===== config.mk =====
export PLATFORM = sky130hd
export DESIGN_NAME = gmtm_key_cmp
export DESIGN_NICKNAME = d
export VERILOG_FILES = /design/src/rtl/assert_macros.svh /design/src/rtl/gmtm_key_cmp.sv
export SDC_FILE = /design/constraint.sdc
export NUM_CORES = 1
export LEC_CHECK = 0
export BUFFER_PORTS_ARGS = -buffer_cell sky130_fd_sc_hd__buf_4
export CORE_UTILIZATION = 35
export DETAILED_ROUTE_END_ITERATION = 8
export GPL_TIMING_DRIVEN = 1
export PLACE_DENSITY = 0.79
export SYNTH_ARGS = -nofsm -noshare
export SYNTH_HDL_FRONTEND = slang
export SYNTH_SLANG_ARGS = --single-unit
export TNS_END_PERCENT = 20

===== constraint.sdc =====
create_clock -name vclk -period 2.87
set_input_delay 0.4305 -clock vclk [all_inputs]
set_output_delay 0.4305 -clock vclk [all_outputs]
set_load 0.02 [all_outputs]

===== src/rtl/assert_macros.svh =====
// assertion macros shared by the rtl files
`ifndef ASSERT_MACROS_SVH
`define ASSERT_MACROS_SVH

`ifndef SYNTH

// same-cycle implication
`define ASSERT_IMPLY(lbl, clk, rst, ante, cons) \
   lbl: assert property (@(posedge clk) disable iff (rst) (ante) |-> (cons)) \
      else $error("assertion failed: same-cycle implication");

// next-cycle implication
`define ASSERT_NEXT(lbl, clk, rst, ante, cons) \
   lbl: assert property (@(posedge clk) disable iff (rst) (ante) |=> (cons)) \
      else $error("assertion failed: next-cycle implication");

`else

`define ASSERT_IMPLY(lbl, clk, rst, ante, cons)
`define ASSERT_NEXT(lbl, clk, rst, ante, cons)

`endif

`endif


===== src/rtl/gmtm_key_cmp.sv =====
`timescale 1ns / 1ps

module gmtm_key_cmp #(
   parameter int KEY_BYTES = 4
) (
   input  logic [8*KEY_BYTES-1:0] key,
   input  logic [2:0]             key_len,
   input  logic [31:0]            window,
   output logic                   at_or_below,
   output logic [2:0]             prefix_len
);

   localparam int KW = 8 * KEY_BYTES;

   // byte-wise ordering and prefix check, first byte in the top bits
   always_comb begin
      logic       done;
      logic       below;
      logic       equal;
      logic [7:0] kb;
      logic [7:0] tb;
      done  = 1'b0;
      below = 1'b1;
      equal = 1'b1;
      for (int i = 0; i < KEY_BYTES; i++) begin
         kb = key[KW-1-8*i -: 8];
         tb = window[31-8*i -: 8];
         if (3'(i) < key_len) begin
            if (kb != tb) begin
               equal = 1'b0;
            end
            if (!done) begin
               if (tb == 8'd0) begin
                  below = 1'b0;
                  done  = 1'b1;
               end else if (kb > tb) begin
                  below = 1'b0;
                  done  = 1'b1;
               end else if (kb < tb) begin
                  below = 1'b1;
                  done  = 1'b1;
               end
            end
         end
      end
      at_or_below = below;
      prefix_len  = equal ? key_len : 3'd0;
   end

endmodule


### Word-level counts from Yosys, hierarchy flattened

Index checks and enable logic that the tools add are counted.

| operators by class | value |
|---|---|
| multipliers | 0 |
| bitwise logic cells | 0 |
| $lt $le $gt $ge | 12 |
| add/subtract/negate cells | 0 |
| shift-type cells | 0 |
| eq/ne operators | 4 |
| reduce and logical (&&, ||, !) cells | 4 |
| divide/modulo/power cells | 0 |
| muxes and demuxes | 41 |

Operators by type and width:

| cell | count |
|---|---|
| 1-bit 2-to-1 mux | 40 |
| 8-bit greater-than comparator | 4 |
| 8-bit zero test | 4 |
| 8-bit less-than comparator | 4 |
| 8-bit inequality test | 4 |
| 1-bit by 3-bit less-than comparator with 1-bit output, first input constant | 2 |
| 2-bit by 3-bit less-than comparator with 1-bit output, first input constant | 2 |
| 3-bit 2-to-1 mux | 1 |

| word-level totals | value |
|---|---|
| bits in registers | 0 |
| RAM bits | 0 |
| latch bits | 0 |
| ROM bits | 0 |
| output and inout bits | 4 |
| logic and storage cells | 61 |
| memories kept | 0 |
| input port bits | 67 |

### Longest topological paths before layout

Gate-level depths: netlist (run 1).

| depth | value |
|---|---|
| word-level depth | 19 |
| depth in mapped cells | 8 |
| depth with buffers taken out | 8 |

### Least setup slack after synthesis (run 1)

No wires, ideal clock.

| path | value |
|---|---|
| path kind | input port to output port |
| start | input port window[31] |
| end | output port at_or_below |
| stages on the path | 8 |
| buffers on the path | 0 |
| data required time | 2.440 ns |
| data arrival time | 2.143 ns |
| setup slack | 0.296 ns |
| cells stage by stage | inv_1 > ha_1 > nand4_1 > nor2_4 > o2111a_2 > o2111ai_2 > or4_1 > o21ai_1 |

| on the way | value |
|---|---|
| longest elaborated chain between the ends | 19 |
| elaborated cells between the ends (all ways) | 29 |
| those cells by class | 2 x order compare; 26 x mux; 1 x reduce/logical |

RTL lines:

| element | line | source |
|---|---|---|
| from (decl) | gmtm_key_cmp.sv:8 | `input logic [31:0] window,` |
| 8-bit greater-than comparator | gmtm_key_cmp.sv:36 | `end else if (kb > tb) begin` |
| 1-bit 2-to-1 mux | gmtm_key_cmp.sv:36 |  |
| 1-bit 2-to-1 mux | gmtm_key_cmp.sv:33 | `if (tb == 8'd0) begin` |
| 1-bit 2-to-1 mux | gmtm_key_cmp.sv:28 | `if (3'(i) < key_len) begin` |
| 1-bit 2-to-1 mux | gmtm_key_cmp.sv:39 | `end else if (kb < tb) begin` |
| 1-bit 2-to-1 mux | gmtm_key_cmp.sv:36 |  |
| 1-bit 2-to-1 mux | gmtm_key_cmp.sv:33 |  |
| 1-bit 2-to-1 mux | gmtm_key_cmp.sv:32 | `if (!done) begin` |
| (+3 left out) | - |  |
| 1-bit 2-to-1 mux | gmtm_key_cmp.sv:33 |  |
| 1-bit 2-to-1 mux | gmtm_key_cmp.sv:32 |  |
| 1-bit 2-to-1 mux | gmtm_key_cmp.sv:28 |  |
| 1-bit 2-to-1 mux | gmtm_key_cmp.sv:39 |  |
| 1-bit 2-to-1 mux | gmtm_key_cmp.sv:36 |  |
| 1-bit 2-to-1 mux | gmtm_key_cmp.sv:33 |  |
| 1-bit 2-to-1 mux | gmtm_key_cmp.sv:32 |  |
| 1-bit 2-to-1 mux * | gmtm_key_cmp.sv:28 |  |
| to (decl) | gmtm_key_cmp.sv:9 | `output logic at_or_below,` |

Every way passes the cells marked *; elsewhere a longest branch is shown, timed or not.

### Worst setup path in the final report (run 1)

Ends and elaborated chain as after synthesis.

==> impl_metrics.ini, run 1 <==
[cts]
post_cts_buffers = 0
ctsResizeCount = 0
ctsHoldBuffers = 0

[outcome]
status = complete, but fails checks
violations = DRC

[logic_synthesis]
ys_warn_count = 0
syn_nets = 249
syn_inst = 150
synth_common_cells = inv_1 (33), ha_1 (32), a21oi_1 (12)
syn_area_per_cell_um2 = 7.040
netlist_area_um2 = 1056
synthMostInstantiatedCell = inv_1
yosys.area.top_type = ha_1
synth_area_leaders = ha_1 (38%), inv_1 (12%), a21oi_1 (5.7%), nand4_1 (5.3%), nor4_1 (4.7%)
synth_top_area_frac = 0.3791
synth.distinct_cells = 33
ys_seq_area_frac = 0

[global_routing]
track_usage = 0.1623
grt_pass1_wl_um = 4519
grt_antenna_before_repair = 0
grt_max_degree = 9
first_global_vias = 1184
overflow = 0

[sta]
rsz0062_at_grt = false
slew_headroom = 0.7872
worst_pin_slew_ns = 0.3162
hold_viol_final = 0
drv_slew = 0
setup_tns_ns = 0
fin_crit_ns = 2.778
period_share = 0.9679
fin_ws_ns = 0.09215
finalSetupViolCount = 0
fmax_ghz = 0.3600

[die]
fp.dieH_um = 56.93
pin_count = 71
rows = 19
core_um2 = 2805
dieArea_um2 = 3241
initial_core_util = 0.3764
die_width_um = 56.93

[critical_path]
cp.required_ns = 2.44
cp_max_fo = 3
crit_start = window[31]
end_kind = output pin
cp.arrival_ns = 2.35
critPathKind = in -> out
crit_path_start_kind = input port

[hold_path]
hp-start = key_len[1]
hp-class = in -> out

[routing]
via_count = 1292
wl_per_cell_um = 10.25
drt_iter0_drc = 28
ant_nets = 0
dr.pass1.iters = 6
routed_wl_um = 2593
vias_per_cell = 5.107
drc = 10

[run]
drv_cap = 0

[finish]
syn_to_final_growth_pct = 54.86
antenna_cells = 0
nClkBuffers = 0
multi_input_area_um2 = 932.1
regArea_um2 = 0
drive_above_1_share = 0.3604
fin_area_um2 = 1635
seq_cells = 0
nFillCells = 299
num-nets-final = 323
post-route-util = 0.5830

[power]
p_per_area_nw_per_um2 = 124.9
irDropWorstVdd_uv = 60.47
cellLeakagePower_nw = 0.9033

[placed_design]
gp_congestion = 0.8380
place_area_um2 = 1628
portBuffers = 71
dp.final_hpwl_um = 2431
post-place-ws_ns = 0.1009
-- cell usage in the layout (no fill, tap or decap), types with 4 or more instances in the layout --
cell and count:
nor4_1 8, nand2_1 9, nor2_1 4, inv_1 33
nor2b_1 4, nand4_1 9, buf_4 72, a21oi_1 12
o21ai_0 7, ha_1 32
-- worst paths after layout --
path / endpoint / slack (ns) / depth (start not counted)
worst max-delay path: at_or_below / 0.09 / 10
worst min-delay path: prefix_len[1] / 1.24 / 3
-- through the flow --
stage | hold WS [ns] | instances | total power, mW
after floorplan | 1.036 | 150 | 0.09945
after global placement | 1.228 | 252 | 0.2014
after detailed placement | 1.236 | 252 | 0.2040
after CTS | 1.235 | 252 | 0.2052
after global routing | 1.261 | 253 | 0.2326
final | 1.236 | 253 | 0.2042
-- worst max-delay path: stages --
cell and delay [ns]:
buf_4 0.08, inv_1 0.03, ha_1 0.30, nand4_1 0.17, buf_4 0.19, o21bai_1 0.21
o2111ai_2 0.16, or4_1 0.52, o21ai_1 0.09, buf_4 0.16
-- power breakdown --
group / leakage, nW / internal (mW) / switching (mW)
combinational: 0.903 / 0.116 / 0.0879
sequential: 0 / 0 / 0
clock: 0 / 0 / 0
-- kinds of logic (layout without fill, tap and decap cells) --
family | after synthesis | count (layout) | synth area share
compound gates | 37 | 37 | 0.2322
fa+ha+maj | 32 | 32 | 0.3791
buf+inv | 33 | 105 | 0.1173
simple gates | 48 | 48 | 0.2713
-- layout make-up --
type                            count  share of cell area
Tap cell                           31             0.02372
Multi-Input combinational cell    117              0.5700
Timing Repair Buffer               72              0.3305
Inverter                           33             0.07575
-- per-layer routing --
layer	vias to the layer above	share of wire	global-route usage	wire (um)
li1	693	-	-	-
met1	549	0.45	0.2088	1173
met2	48	0.48	0.3109	1251
met3	2	0.059	0.006803	152
met4	0	0.0054	0.01045	14
met5	-	0	0	0
(Power assumes the default switching activity.)
==> run 2: changes to the inputs <==
Settings changed: CAP_MARGIN set to 20, SETUP_SLACK_MARGIN set to 0.2.
==> run 2 against run 1 <==
Compared with the run above: the flow still finishes with violations (DRC); total power is 13% higher; first-iteration DRC count is 29% higher; via count is 2.4% higher; critical path depth stayed put; global-route usage is 0.33 points higher; combinational power is 13% higher; utilization is 6.2 points higher; non-clock buffer count is 4 higher; worst setup slack better by 0.14 ns; wire length is 13% higher; die area stayed put.
==> impl_metrics.ini, run 2 (same netlist as run 1, synthesis figures left out) <==
[routing]
via_count = 1323
routed_wl_um = 2940
dr.pass1.iters = 6
ant_nets = 0
vias_per_cell = 5.148
drc = 10
wl_per_cell_um = 11.44
drt_iter0_drc = 36

[die]
fp.dieH_um = 56.93
initial_core_util = 0.3764
core_um2 = 2805
die_width_um = 56.93
rows = 19
pin_count = 71
dieArea_um2 = 3241

[global_routing]
grt_pass1_wl_um = 4602
grt_antenna_before_repair = 0
overflow = 0
track_usage = 0.1656
grt_max_degree = 9
first_global_vias = 1196

[critical_path]
critPathKind = in -> out
end_kind = output pin
cpMostUsedCell = buf_4
crit_path_start_kind = input port
cp_max_fo = 3
crit_family = simple AND/OR/NAND/NOR gates
cp.arrival_ns = 2.21
cp_num_buf_inv = 3
path_cells = buf_4, inv_1, ha_1, and4b_1, a211oi_2, o21bai_1, o2111ai_2, or4_1, o21ai_1, buf_4
slowest_stage = or4_1
cp.required_ns = 2.44
worst_path_largest_cell_delay_ns = 0.42

[sta]
fin_crit_ns = 2.636
fmax_ghz = 0.3793
worst_pin_slew_ns = 0.3528
drv_slew = 0
setup_tns_ns = 0
hold_viol_final = 0
finalSetupViolCount = 0
fin_hold_ws_ns = 1.236
period_share = 0.9186
slew_headroom = 0.7626
rsz0062_at_grt = false

[cts]
ctsHoldBuffers = 0

[outcome]
violations = DRC
status = complete, but fails checks

[placed_design]
place_area_um2 = 1628
portBuffers = 71
dp.final_hpwl_um = 2431
gp_congestion = 0.8380

[finish]
antenna_cells = 0
num-nets-final = 327
layout_common_cells = buf_4 (73), inv_1 (27), ha_1 (25), a21oi_1 (11)
regArea_um2 = 0
syn_to_final_growth_pct = 71.21
fin_area_um2 = 1808
post-route-util = 0.6445
seq_cells = 0
nClkBuffers = 0
final_common_cell = buf_4
multi_input_area_um2 = 1055
drive_above_1_share = 0.4558
nFillCells = 275

[power]
total_power_mw = 0.2309
irDropWorstVdd_uv = 66.38
cellLeakagePower_nw = 0.9264
p_per_area_nw_per_um2 = 127.7

[run]
drv_cap = 0

[hold_path]
hp-class = in -> out
[run 2: cell types whose count changed in the layout (fill, tap and decap cells not counted), moves of 2 or more]
cell    change
inv_4       +2
inv_2       +4
inv_1       -6
ha_1        -7
ha_4        +7
buf_6       +2
nor2_1      -2
[run 2: power breakdown]
group	internal [mW]	total [mW]	switching (mW)
sequential	0	0	0
clock	0	0	0
combinational	0.130	0.231	0.101
total	0.130	0.231	0.101
[run 2: layout make-up]
type                       count  area share
tap                           31     0.02145
inverter                      33     0.07128
timing repair buffer          76      0.3239
multi-input combinational    117      0.5834
[run 2: through the flow]
| stage | setup slack, ns | cells |
|---|---|---|
| 6_report | 0.2336 | 257 |
| 5_1_grt | 0.1923 | 257 |
| 4_1_cts | 0.2019 | 254 |
| 3_5_place_dp | 0.1009 | 252 |
| 3_3_place_gp | 0.1364 | 252 |
| 2_1_floorplan | 0.2962 | 150 |
[run 2: per-layer routing]
layer	vias to the layer above	global-route usage	wire length, um
met1	578	0.2157	1299
met2	44	0.3143	1490
li1	701	-	-
met3	0	0.006803	150
met4	0	0.01045	0
met5	-	0	0
[run 2: path summary, 6_finish.rpt]
check | start | to | depth (start not counted)
max | window[27] | at_or_below | 10
min | key_len[1] | prefix_len[1] | 3
[run 2: what timing repair did]
action                                  4_1_cts  5_1_grt
pin swaps                                     5       14
setup buffers                                 2        3
endpoints found under the setup margin        1        2
resized for setup                             2       26
[run 2: tightest hold or removal path: stages]
cell    delay [ns]
buf_4         0.11
and2_1        0.12
buf_4         0.13
