`src/rtl/assert_macros.svh`:
```
// assertion macros shared by the rtl files
`ifndef ASSERT_MACROS_SVH
`define ASSERT_MACROS_SVH

`ifndef SYNTH

// same-cycle implication
`define ASSERT_IMPLY(lbl, clk, rst, ante, cons) \
   lbl: assert property (@(posedge clk) disable iff (rst) (ante) |-> (cons)) \
      else $error("assertion failed: same-cycle implication");

// next-cycle implication
`define ASSERT_NEXT(lbl, clk, rst, ante, cons) \
   lbl: assert property (@(posedge clk) disable iff (rst) (ante) |=> (cons)) \
      else $error("assertion failed: next-cycle implication");

`else

`define ASSERT_IMPLY(lbl, clk, rst, ante, cons)
`define ASSERT_NEXT(lbl, clk, rst, ante, cons)

`endif

`endif

```
`src/rtl/gmtm_pkg.sv`:
```
`timescale 1ns / 1ps

package gmtm_pkg;

   // request kinds carried in tuser
   typedef enum logic [1:0] {
      OP_LOAD   = 2'd0,
      OP_STEP   = 2'd1,
      OP_FINISH = 2'd2
   } op_type;

   // result kinds carried in tuser
   localparam logic RK_STEP  = 1'b0;
   localparam logic RK_TOTAL = 1'b1;

   // command from the sequencer to the pen unit
   typedef struct packed {
      logic              update;  // advance the pen
      logic              hit;     // glyph matched, track min x
      logic              clear;   // drop running values
      logic signed [7:0] off;
      logic        [7:0] wid;
   } pen_cmd_type;

endpackage

```
`src/rtl/gmtm_pen_unit.sv`:
```
`timescale 1ns / 1ps

`include "assert_macros.svh"

module gmtm_pen_unit
   import gmtm_pkg::*;
(
   input  logic               clock,
   input  logic               reset,
   input  pen_cmd_type        cmd,
   output logic signed [15:0] min_x,
   output logic signed [15:0] text_width
);

   localparam logic signed [17:0] SAT_HI = 18'sd32767;
   localparam logic signed [17:0] SAT_LO = -18'sd32768;

   logic signed [15:0] pen_x_ff, pen_x_in;
   logic signed [15:0] min_x_ff, min_x_in;
   logic               seen_ff, seen_in;

   logic signed [17:0] pen_ext, min_ext, off_ext, wid_ext;
   logic signed [17:0] sum_pen, sum_cand, diff;
   logic signed [15:0] cand;

   function automatic logic signed [15:0] sat16(input logic signed [17:0] v);
      if (v > SAT_HI) begin
         return 16'sh7fff;
      end else if (v < SAT_LO) begin
         return 16'sh8000;
      end
      return v[15:0];
   endfunction

   // widened operands
   assign pen_ext  = 18'(pen_x_ff);
   assign min_ext  = 18'(min_x_ff);
   assign off_ext  = 18'(cmd.off);
   assign wid_ext  = signed'(18'(cmd.wid));
   assign sum_pen  = pen_ext + wid_ext + off_ext;
   assign sum_cand = pen_ext + off_ext;
   assign diff     = pen_ext - min_ext;
   assign cand     = sat16(sum_cand);

   // next running values
   always_comb begin
      pen_x_in = pen_x_ff;
      min_x_in = min_x_ff;
      seen_in  = seen_ff;
      if (cmd.clear) begin
         pen_x_in = '0;
         min_x_in = '0;
         seen_in  = 1'b0;
      end else if (cmd.update) begin
         pen_x_in = sat16(sum_pen);
         if (cmd.hit) begin
            seen_in = 1'b1;
            if (!seen_ff) begin
               min_x_in = 16'(cmd.off);
            end else if (cand < min_x_ff) begin
               min_x_in = cand;
            end
         end
      end
   end

   always_ff @(posedge clock) begin
      if (reset) begin
         pen_x_ff <= '0;
         min_x_ff <= '0;
         seen_ff  <= 1'b0;
      end else begin
         pen_x_ff <= pen_x_in;
         min_x_ff <= min_x_in;
         seen_ff  <= seen_in;
      end
   end

   assign min_x      = min_x_ff;
   assign text_width = sat16(diff);

   // min x holds zero until the first glyph lands
   `ASSERT_IMPLY(a_min_idle, clock, reset, !seen_ff, min_x_ff == 16'sd0)
   // the pen never falls left of the leftmost extent
   `ASSERT_IMPLY(a_min_le_pen, clock, reset, 1'b1, min_x_ff <= pen_x_ff)
   // a clear leaves no glyph seen
   `ASSERT_NEXT(a_clear, clock, reset, cmd.clear, !seen_ff && pen_x_ff == 16'sd0)

endmodule

```
`config.mk`:
```
export PLATFORM = sky130hd
export DESIGN_NAME = gmtm_pen_unit
export DESIGN_NICKNAME = d
export VERILOG_FILES = /design/src/rtl/gmtm_pkg.sv /design/src/rtl/gmtm_pen_unit.sv
export VERILOG_INCLUDE_DIRS = /design/src /design/src/rtl
export SDC_FILE = /design/constraint.sdc
export NUM_CORES = 1
export LEC_CHECK = 0
export ABC_AREA = 1
export BUFFER_PORTS_ARGS = -buffer_cell sky130_fd_sc_hd__buf_2
export CAP_MARGIN = 0
export CORE_MARGIN = 2
export CORE_UTILIZATION = 55
export CTS_CLUSTER_DIAMETER = 40
export DETAILED_ROUTE_END_ITERATION = 8
export PLACE_DENSITY_LB_ADDON = 0.3
export SLEW_MARGIN = 20
export SYNTH_ARGS = -nofsm -noshare
export SYNTH_HDL_FRONTEND = slang
export SYNTH_SLANG_ARGS = --single-unit
```
`constraint.sdc`:
```
create_clock -name clock -period 3.3 [get_ports clock]
set_input_delay 0.165 -clock clock [delete_from_list [all_inputs] [get_ports clock]]
set_output_delay 0.165 -clock clock [all_outputs]
set_load 0.01 [all_outputs]
```
Yosys cells after proc, flatten, opt, wreduce, memory -nomap -nowiden
Index checks and enable logic that the tools add are counted.
{ "word_totals": {"reg_bits": 33, "elab_cells": 37, "out_inout_bits": 32} }
{ "op_classes": {"eq_ne": 1, "order_cmp": 7, "n_mux": 19, "n_addsub": 4, "n_reduce_logical": 3} }
{ "op_table": {"columns": ["cell", "count"], "rows": [
  ["$mux 16", 11],
  ["$gt 17x16->1 const B", 2],
  ["$lt 17x16->1 const B", 2],
  ["$add 17x8->18", 1],
  ["$gt 18x16->1 const B", 1],
  ["$lt 18x16->1 const B", 1],
  ["$add 16x8->17", 1],
  ["$add 16x9->17", 1],
  ["$sub 16x16->17", 1],
  ["$lt 16x16->1", 1],
  ["$mux 1", 8],
  ["$reduce_and 3->1", 1],
  ["$ne 2x1->1 const B", 1],
  ["$reduce_and 2->1", 1],
  ["$reduce_or 2->1", 1]
]} }

Longest topological paths before layout
Gate-level depths: netlist of the first run.
{ "depth": {"word_depth": 8, "mapped_depth": 30, "mapped_depth_nobuf": 28} }

Worst setup path after synthesis of the first run
Ideal clock, no wire load.
{ "synth_timing": {"path_kind": "register to register", "from": "register pen_x_ff[0]", "to": "register min_x_ff[5], in the netlist min_x[5]", "stages_incl_launch_ff": 27, "required_time_ns": 3.185, "setup_ns": 0.115, "period_less_slack_ns": 3.445, "t_arrival_ns": 3.330, "n_path_buf": 2, "setup_slack_ns": -0.145, "path_cell_list": "dfxtp_1 -> ha_1 -> fa_1 -> nand2_1 -> nand2_1 -> nand3_1 -> nand2_2 -> nand2_2 -> nand2_1 -> nand2_1 -> nand2_2 -> inv_2 -> nand2_4 -> inv_1 -> clkbuf_1 -> a21oi_1 -> ha_1 -> a21oi_1 -> o21a_1 -> o21ai_0 -> a31oi_1 -> nand3_1 -> nand3_4 -> buf_6 -> nand3_2 -> nand2_1 -> nor2_1"} }
{ "synth_via": {"elab_chain_cells": 8, "elab_cells_between_ends": 12, "cone_classes": "add/sub: 1; order compare: 3; eq/ne: 1; mux: 6; reduce/logical: 1"} }
{ "synth_lines": {"columns": ["item", "line_no", "text"], "rows": [
  ["start, declared", "gmtm_pen_unit.sv:18", "logic signed [15:0] pen_x_ff, pen_x_in;"],
  ["start signal, assigned", "gmtm_pen_unit.sv:73", "pen_x_ff <= pen_x_in;"],
  ["$add 16x8->17 (*)", "gmtm_pen_unit.sv:41", "assign sum_cand = pen_ext + off_ext;"],
  ["$lt 17x16->1", "gmtm_pen_unit.sv:29", "end else if (v < SAT_LO) begin"],
  ["$mux 1", "gmtm_pen_unit.sv:29", null],
  ["$mux 1", "gmtm_pen_unit.sv:27", "if (v > SAT_HI) begin"],
  ["$mux 16 (*)", "gmtm_pen_unit.sv:32", "return v[15:0];"],
  ["$lt 16x16->1", "gmtm_pen_unit.sv:60", "end else if (cand < min_x_ff) begin"],
  ["$ne 2x1->1 (no line)", null, null],
  ["$reduce_and 3->1 (no line)", null, null],
  ["end signal, assigned", "gmtm_pen_unit.sv:74", "min_x_ff <= min_x_in;"],
  ["end, declared", "gmtm_pen_unit.sv:19", "logic signed [15:0] min_x_ff, min_x_in;"]
]} }
Every way passes the cells marked *; elsewhere a longest branch is shown, timed or not. The select of a mux whose other input is x is not followed.
A chain may end at the register's enable or synchronous reset.

Final worst setup path of the first run
{ "layout_timing": {"from": "register pen_x_ff[0]", "to": "register min_x_ff[6], in the netlist min_x[6]"} }
The elaborated chain is that of the path after synthesis.

==> results.txt, run 1 <==
* Most used cell, CP: sky130_fd_sc_hd__nand2_2
- Die Span X: 96.1 um
- Setup slack on the worst flop-to-flop path: -600 ps
* Total CTS buffers: 5
- Most used standard cells in the synthesized netlist: sky130_fd_sc_hd__nand2_1 (150), sky130_fd_sc_hd__a21oi_1 (108), sky130_fd_sc_hd__inv_1 (100)
- The startpoint identified for the worst register-to-register timing path is pen_x_ff[0]$_SDFFE_PP0P_.
* Syn Area/Cell: 6.73 um^2
- Dominant delay contributor by cell family on the critical path: simple AND/OR/NAND/NOR gates
- Setup ws final: -604 ps
- Dividing the detail-routed via count by the number of cells gives 6.26.
* Post-layout power: 2700 uW
- The largest total area in the synthesized netlist belongs to sky130_fd_sc_hd__ha_1.
- Final worst clock skew: 6.30 ps
* Clock slew at reported path FFs: 80 ps
- Yosys printed 0 warnings.
- Stages on the worst setup path: 25
* Via total after detailed routing: 6033
- The synthesized design devotes to its leading area cell type 16.9% of total area.
- Slew @ Worst Pin: 877 ps
- In this run the number of H-tree levels came out at 2.
- CTS placed an instance of sky130_fd_sc_hd__clkbuf_8 at the clock tree root.
* Proportion of power drawn by the clock network: 11.9%
* Height of the die: 96.1 um
- Proportion of layout cells with a drive suffix above 1: 39.0%
- Post-layout net count: 960
* Standard cell with the maximum stage delay on the critical path: sky130_fd_sc_hd__fa_2
- The checks that failed: DRC, setup timing.
* Worst endpoint required time: 3490 ps
* Internal Dissipation: 1400 uW
* Remaining antenna violation count: 0
* Hold violation total from the final report: 0
* Clock tree from TritonCTS: done
- Die Area: 9240 um^2
- Number of flip-flops and latches in the synthesized netlist: 33
- The via count of the first global-routing pass came to 5388.
* Combinational power share: 71.7%
- For this design the ratio of total power to cell area is 394 nW/um^2.
- Timing would allow up to 256 MHz.
- Hold is met by 296 ps.
- The endpoint identified for the worst register-to-register timing path is min_x[6]$_SDFFE_PP0P_.
* DRC violation count after routing: 1
- The number of antenna violations at the first check in global routing is 0.
- The worst setup path is captured at a register.
- For the worst flop-to-flop path, the logic depth is 25.
* Aggregate global routing overflow: 0
* Number of enable flip-flop cells after synthesis: 0
- The initial utilization of the core area, before any placement, comes to 56.8%.
* Critical path launch point: pen_x_ff[0]$_SDFFE_PP0P_
* Switching share of power: 48.1%
- Top-level I/O count: 53
- Outcome: finished, violations left
- Data arrival time of the critical path: 4090 ps
- The synthesized netlist contains 41 unique library cells.
- After detailed routing, the average wire length per cell comes to 20.3 um.
- The min-delay analysis places its worst path in the category in -> reg.
* Leakage power total: 0.00334 uW
- Counting flops with an async set or reset pin after synthesis yields a share of 0%.
- Input and output buffers added on the ports amount to 52.
- Maximum fanout along the worst path: 6
- Fill cell count: 436
* First-pass DRT Iterations: 8
* Routed Wire Length: 19600 um
* Final Max Slew Viols: 0
* Library cell with the highest instance count after synthesis: sky130_fd_sc_hd__nand2_1
- Sequential Power Share: 16.4%
- The region available for standard cell placement spans 8220 um^2.
* Post-synthesis sequential area ratio: 14.2%
* Wire length of the first global-routing pass: 24700 um
* Clk sinks: 33
- Final number of setup-violating endpoints: 27
- Global routing used 34.3% of the available tracks.
* Hold buffer count at CTS: 0
- Across the run, the number of max-cap violations was 0.
- Entering global routing, the biggest net connects 34 pins.
* Number of cell rows: 33
- The critical path is of the reg -> reg type.
- Worst setup path endpoint: min_x[6]$_SDFFE_PP0P_
- Worst-case headroom to the max-slew limit: 41.3%
- Relative to the synthesized area, the layout overhead comes to 46.5%.
- The worst setup path is launched from a register.
* Pre-CTS WS: -488 ps
- Detailed placement finished with a half-perimeter wire length of 10900 um.
- In this run the deepest clock path goes through 2 buffers.
* Unrepaired setup endpoints after global routing: yes
* N_diodes: 0
* Worst Path Buf+Inv: 4
- Of the available clock period, the critical path in the final layout requires 118%.
- Synth top area cells: sky130_fd_sc_hd__ha_1 (17%), sky130_fd_sc_hd__dfxtp_1 (14%), sky130_fd_sc_hd__nand2_1 (12%)
- The number of nets in the synthesized netlist is 796.
- Sw Pwr: 1300 uW
- For the finished layout, the period the worst path requires is 3900 ps.
- Worst skew pair latency: 300 ps
* Prevailing post-synth register cell: sky130_fd_sc_hd__dfxtp_1
- The detailed router finished its first iteration with 681 violations.
* Number of cells produced by synthesis: 694
- Slowest stage delay, CP: 360 ps
* Peak VDD IR: 0.000206 V
* Cell area after synthesis: 4670 um^2
- Routability-driven placement finished with a final weighted congestion of 0.929.
worst reg2reg max path, cell delays in order, from the launching register on:
cell                        delay [ps]
sky130_fd_sc_hd__dfxtp_2           340
sky130_fd_sc_hd__ha_4              160
sky130_fd_sc_hd__fa_2              360
sky130_fd_sc_hd__nand2_2           110
sky130_fd_sc_hd__nand2_2            80
sky130_fd_sc_hd__nand3_2           100
sky130_fd_sc_hd__nand2_2            90
sky130_fd_sc_hd__nand2_2           140
sky130_fd_sc_hd__nand3_2           130
sky130_fd_sc_hd__nand2_4           150
sky130_fd_sc_hd__inv_4              50
sky130_fd_sc_hd__nand2_4            90
sky130_fd_sc_hd__inv_6              50
sky130_fd_sc_hd__buf_12            140
sky130_fd_sc_hd__a21oi_4           160
sky130_fd_sc_hd__ha_4              240
sky130_fd_sc_hd__a21oi_2           120
sky130_fd_sc_hd__o21a_1            210
sky130_fd_sc_hd__o21ai_2           100
sky130_fd_sc_hd__a31oi_2           200
sky130_fd_sc_hd__nand2_2            80
sky130_fd_sc_hd__nand2_2            80
sky130_fd_sc_hd__nand3_4           100
sky130_fd_sc_hd__bufbuf_16         290
sky130_fd_sc_hd__a21oi_1           160
sky130_fd_sc_hd__nor2_1             90
power groups by stage:
| stage | Combinational (uW) | Clock, uW | Sequential [uW] |
|---|---|---|---|
| finish | 1930 | 321 | 441 |
| global route | 2060 | 339 | 443 |
| CTS | 1540 | 316 | 435 |
| detailed placement | 1380 | 0 | 443 |
| global placement | 1340 | 0 | 442 |
| floorplan | 904 | 0 | 445 |
cell families (layout without fill, tap and decap cells):
family / count (synthesis) / count (layout) / synth area share, %
adder cells (fa/ha/maj): 81 / 81 / 24.6
buffers and inverters: 120 / 284 / 10.4
AND/OR/NAND/NOR: 262 / 263 / 25.4
flip-flops: 33 / 33 / 14.2
AO/OA/AOI/OAI: 166 / 166 / 19.4
XOR/XNOR: 32 / 32 / 6.00
layer usage:
metal | GRT usage (%) | share of wire, % | vias to the layer above
met5 | 0 | 0 | -
li1 | - | - | 2622
met2 | 58.3 | 46 | 475
met4 | 23.3 | 9.1 | 0
met1 | 39.2 | 35 | 2749
met3 | 5.79 | 9.7 | 187
worst min path at each step:
stage	startpoint	end	cells past startpoint
detailed placement	min_x[1]$_SDFFE_PP0P_	min_x[1]$_SDFFE_PP0P_	2
CTS	cmd[18]	pen_x_ff[15]$_SDFFE_PP0P_	2
finish	cmd[18]	pen_x_ff[15]$_SDFFE_PP0P_	2
global route	cmd[18]	pen_x_ff[15]$_SDFFE_PP0P_	2
floorplan	cmd[18]	pen_x_ff[2]$_SDFFE_PP0P_	2
global placement	min_x[2]$_SDFFE_PP0P_	min_x[2]$_SDFFE_PP0P_	2
layout make-up:
class,instances,area [um^2],area share (%)
Timing Repair Buffer,174,1330,19.5
Clock inverter,2,10.0,0.146
Clock buffer,6,72.6,1.06
Sequential cell,33,682,9.97
Tap cell,105,131,1.92
Inverter,102,398,5.82
Multi-Input combinational cell,542,4220,61.6
stage by stage:
stage / cells / TNS (ps) / util (%) / instance area, um^2
global placement: 925 / -4110 / 69.7 / 5720
global route: 964 / -14090 / 83.2 / 6840
detailed placement: 925 / -7280 / 69.7 / 5720
CTS: 951 / -5020 / 76.2 / 6260
finish: 964 / -8910 / 83.2 / 6840
floorplan: 694 / 0 / - / 4690
repair_timing:
| action | CTS | global route |
|---|---|---|
| endpoints found under the hold margin | 0 | 0 |
| gates resized for setup | 49 | 122 |
| cloned | 5 | 2 |
| setup buffers | 13 | 15 |
| pin swaps | 24 | 61 |
| endpoints found under the setup margin | 36 | 46 |
flip-flops by register name, indices dropped and copies added, names as in the netlist:
name	cells
pen_x_ff	16
seen_ff	1
min_x	16
cell usage in the layout, fill, tap and decap left out, types with 7 or more instances in the layout:
cell	n
sky130_fd_sc_hd__ha_4	18
sky130_fd_sc_hd__inv_1	95
sky130_fd_sc_hd__xnor2_1	7
sky130_fd_sc_hd__nand3_2	21
sky130_fd_sc_hd__nor3_1	9
sky130_fd_sc_hd__a21oi_4	8
sky130_fd_sc_hd__nor2_1	36
sky130_fd_sc_hd__fa_1	11
sky130_fd_sc_hd__nand2_2	19
sky130_fd_sc_hd__buf_4	107
sky130_fd_sc_hd__buf_2	52
sky130_fd_sc_hd__ha_1	41
sky130_fd_sc_hd__dfxtp_1	22
sky130_fd_sc_hd__xor2_1	23
sky130_fd_sc_hd__a21oi_2	29
sky130_fd_sc_hd__fa_2	7
sky130_fd_sc_hd__nand2_1	136
sky130_fd_sc_hd__dfxtp_2	8
sky130_fd_sc_hd__a21oi_1	71
sky130_fd_sc_hd__nand3_1	20
sky130_fd_sc_hd__o21ai_0	25
(Power assumes the default switching activity.)
==> run 2, diff against run 1 <==
Settings changed: CORE_UTILIZATION 55 to 65.
Clock period 3.3 ns to 4.75 ns, I/O delays scaled along.
==> results.txt, run 2 (synthesized netlist as in run 1, its figures left out) <==
- The most common library cell in the layout ignoring fill and taps was sky130_fd_sc_hd__nand2_1 (unchanged).
- The number of setup buffers added after CTS was 0 (was 13).
* Type of destination of the critical path: register (unchanged)
- Total CTS buffers: 5 (unchanged)
- The TritonCTS sink count is 33 (unchanged).
- The cell-internal power is 734 uW (was 1400 uW).
- The number of iterations in the first detailed-routing pass is 5 (was 8).
- Leading cell types in the layout, fill and taps excluded: sky130_fd_sc_hd__nand2_1 (150), sky130_fd_sc_hd__a21oi_1 (108), sky130_fd_sc_hd__inv_1 (99), sky130_fd_sc_hd__ha_1 (63), sky130_fd_sc_hd__buf_2 (52) (was sky130_fd_sc_hd__nand2_1 (136), sky130_fd_sc_hd__buf_4 (107), sky130_fd_sc_hd__inv_1 (95), sky130_fd_sc_hd__a21oi_1 (71), sky130_fd_sc_hd__buf_2 (52)).
* Data arrival time of the critical path: 4310 ps (was 4090 ps)
- Half-perimeter wire length of the detailed placement result: 9670 um (was 10900 um)
- The fraction of final layout cells sized beyond drive strength 1 is 12.2% (was 39.0%).
- The area of the core is 6870 um^2 (was 8220 um^2).
* Via total after detailed routing: 4724 (was 6033)
- The total wire length after detailed routing came to 11700 um (was 19600 um).
- Maximum number of pins on one net before global-route repair: 34 (unchanged)
- Sequential Power Share: 22.4% (was 16.4%)
* Unrepaired setup endpoints after global routing: no (was yes)
- The kind of path behind the tightest hold check is in -> reg (unchanged).
* Post-layout min period: 4130 ps (was 3900 ps)
- Aggregate global routing overflow: 0 (unchanged)
- Switching share of power: 46.9% (was 48.1%)
- The die span in x is 88.7 um (was 96.1 um).
* Clock slew at reported path FFs: 70 ps (was 80 ps)
- Clock tree from TritonCTS: done (unchanged)
- The global-route wire length before repair is 19300 um (was 24700 um).
* Remaining antenna violation count: 0 (unchanged)
- The number of remaining DRC errors is 0 (was 1).
* PostCTS Resize Cnt: 0 (was 49)
* CP cell instances: ha_1 -> inv_1 -> fa_1 -> o21ai_0 -> a21oi_1 -> nand2_1 -> nand2_1 -> nand2_2 -> inv_2 -> nand2_4 -> inv_1 -> a21oi_1 -> ha_1 -> a21oi_1 -> o21a_1 -> o21ai_0 -> a31oi_1 -> nand2_1 -> nand2_2 -> nand3_4 -> a21oi_1 -> nor2_1
- N_diodes: 0 (unchanged)
- Hold buffer count at CTS: 0 (unchanged)
- Die Area: 7880 um^2 (was 9240 um^2)
- Final number of setup-violating endpoints: 0 (was 27)
- Max Clock Freq: 242 MHz (was 256 MHz)
* Final worst clock skew: 7.26 ps (was 6.30 ps)
* Peak VDD IR: 0.000146 V (was 0.000206 V)
* Reported max-cap violation count: 0 (unchanged)
* Combinational power share: 61.4% (was 71.7%)
- The violation count after the first detailed-route iteration is 228 (was 681).
- Leakage power total: 0.00261 uW (was 0.00334 uW)
* Worst skew pair latency: 290 ps (was 300 ps)
- The global-route total usage across every layer came to 30.7% (was 34.3%).
* Maximum level of the CTS H-tree: 2 (unchanged)
- Fraction of the cycle the final worst path needs: 87.0% (was 118%)
* Height of the die: 88.7 um (was 96.1 um)
* Slew @ Worst Pin: 1060 ps (was 877 ps)
- The number of antenna violations at the first check in global routing is 0 (unchanged).
* Worst endpoint required time: 4930 ps (was 3490 ps)
- The number of failing hold endpoints at the final stage came to 0 (unchanged).
- Gpl congestion: 0.931 (was 0.929)
* Clock root buffer: sky130_fd_sc_hd__clkbuf_8 (unchanged)
- The total number of nets in the final design is 840 (was 960).
- Sw Pwr: 648 uW (was 1300 uW)
* Worst-case headroom to the max-slew limit: 28.6% (was 41.3%)
* Vias in the first global route: 4393 (was 5388)
- Vias/cell: 5.66 (was 6.26)
- Total of buffers placed on input and output ports: 52 (unchanged)
* Proportion of power drawn by the clock network: 16.2% (was 11.9%)
* Nature of the critical path startpoint: register (unchanged)
* Final Max Slew Viols: 0 (unchanged)
- Starting density of the core: 68.0% (was 56.8%)
* Slowest stage delay, CP: 400 ps (was 360 ps)
* Outcome: completed (was finished, violations left)
* Standard cell with the maximum stage delay on the critical path: sky130_fd_sc_hd__dfxtp_1 (was sky130_fd_sc_hd__fa_2)
* Synth-to-Final Area Change: 8.31% (was 46.5%)
- Post-layout power: 1380 uW (was 2700 uW)
- The count of standard-cell rows came to 30 (was 33).
- The power density relative to cell area was 273 nW/um^2 (was 394 nW/um^2).
- The maximum clock path buffer count was 2 (unchanged).
- The average wire per standard cell was 14.0 um (was 20.3 um).
- Maximum fanout along the worst path: 32 (was 6)
- Setup total negative slack: 0 ps (was -8910 ps)
- WS Path Type: reg -> reg (unchanged)
- The most numerous cell on the critical path is sky130_fd_sc_hd__a21oi_1 (was sky130_fd_sc_hd__nand2_2).
* Top-level I/O count: 53 (unchanged)
## run 2: cell types whose count changed in the layout (fill, tap and decap cells not counted), sizes merged
cell	previous run	this run
bufbuf	1	0
inv	101	100
buf	172	55
clkinv	3	2
nand2	160	159
## run 2: cell type report
class                      count  area (um^2)
sequential                    33          661
tap                           96          120
timing repair buffer          55          283
inverter                     102          383
clock buffer                   7         86.3
fill                         568         1810
multi-input combinational    541         3520
## run 2: worst paths after layout
path,start,endpoint,slack (ps),depth (start not counted)
setup / recovery,pen_x_ff[8]$_SDFFE_PP0P_,min_x[9]$_SDFFE_PP0P_,620,22
hold / removal,cmd[18],pen_x_ff[15]$_SDFFE_PP0P_,330,2
setup reg to reg,pen_x_ff[8]$_SDFFE_PP0P_,min_x[9]$_SDFFE_PP0P_,620,22
hold reg to reg,min_x[10]$_SDFFE_PP0P_,min_x[10]$_SDFFE_PP0P_,510,2
## run 2: critical path: cells and delay by family, from the launching register on
family | cells | cell delay (ps)
buf+inv | 3 | 300
simple gates | 8 | 900
compound gates | 8 | 1540
flops | 1 | 400
fa+ha+maj | 3 | 890
## run 2: power by group through the flow
stage	Sequential [uW]	Clock (uW)	Combinational, uW
after floorplan	309	0	621
after global placement	315	0	806
after detailed placement	316	0	833
after CTS	309	226	838
after global routing	311	238	954
final	310	223	849
## run 2: through the flow
| step | instances | area [um^2] | util (%) | hold slack [ps] | worst slack, ps |
|---|---|---|---|---|---|
| after CTS | 834 | 5060 | 73.6 | 312 | 715 |
| after detailed placement | 827 | 4970 | 72.3 | 493 | 449 |
| final | 834 | 5060 | 73.6 | 328 | 618 |
| after global routing | 834 | 5060 | 73.6 | 356 | 321 |
| after floorplan | 694 | 4670 | - | 429 | 1300 |
| after global placement | 827 | 4970 | 72.3 | 483 | 742 |
## run 2: metal layers
metal | vias to the layer above | routed length [um] | GRT usage, % | part of all wire [%]
met5 | - | 0 | 0 | 0
met4 | 0 | 257 | 10.5 | 2.2
met3 | 27 | 748 | 3.92 | 6.4
met2 | 187 | 5650 | 53.7 | 48
met1 | 2139 | 5060 | 38.7 | 43
li1 | 2371 | - | - | -
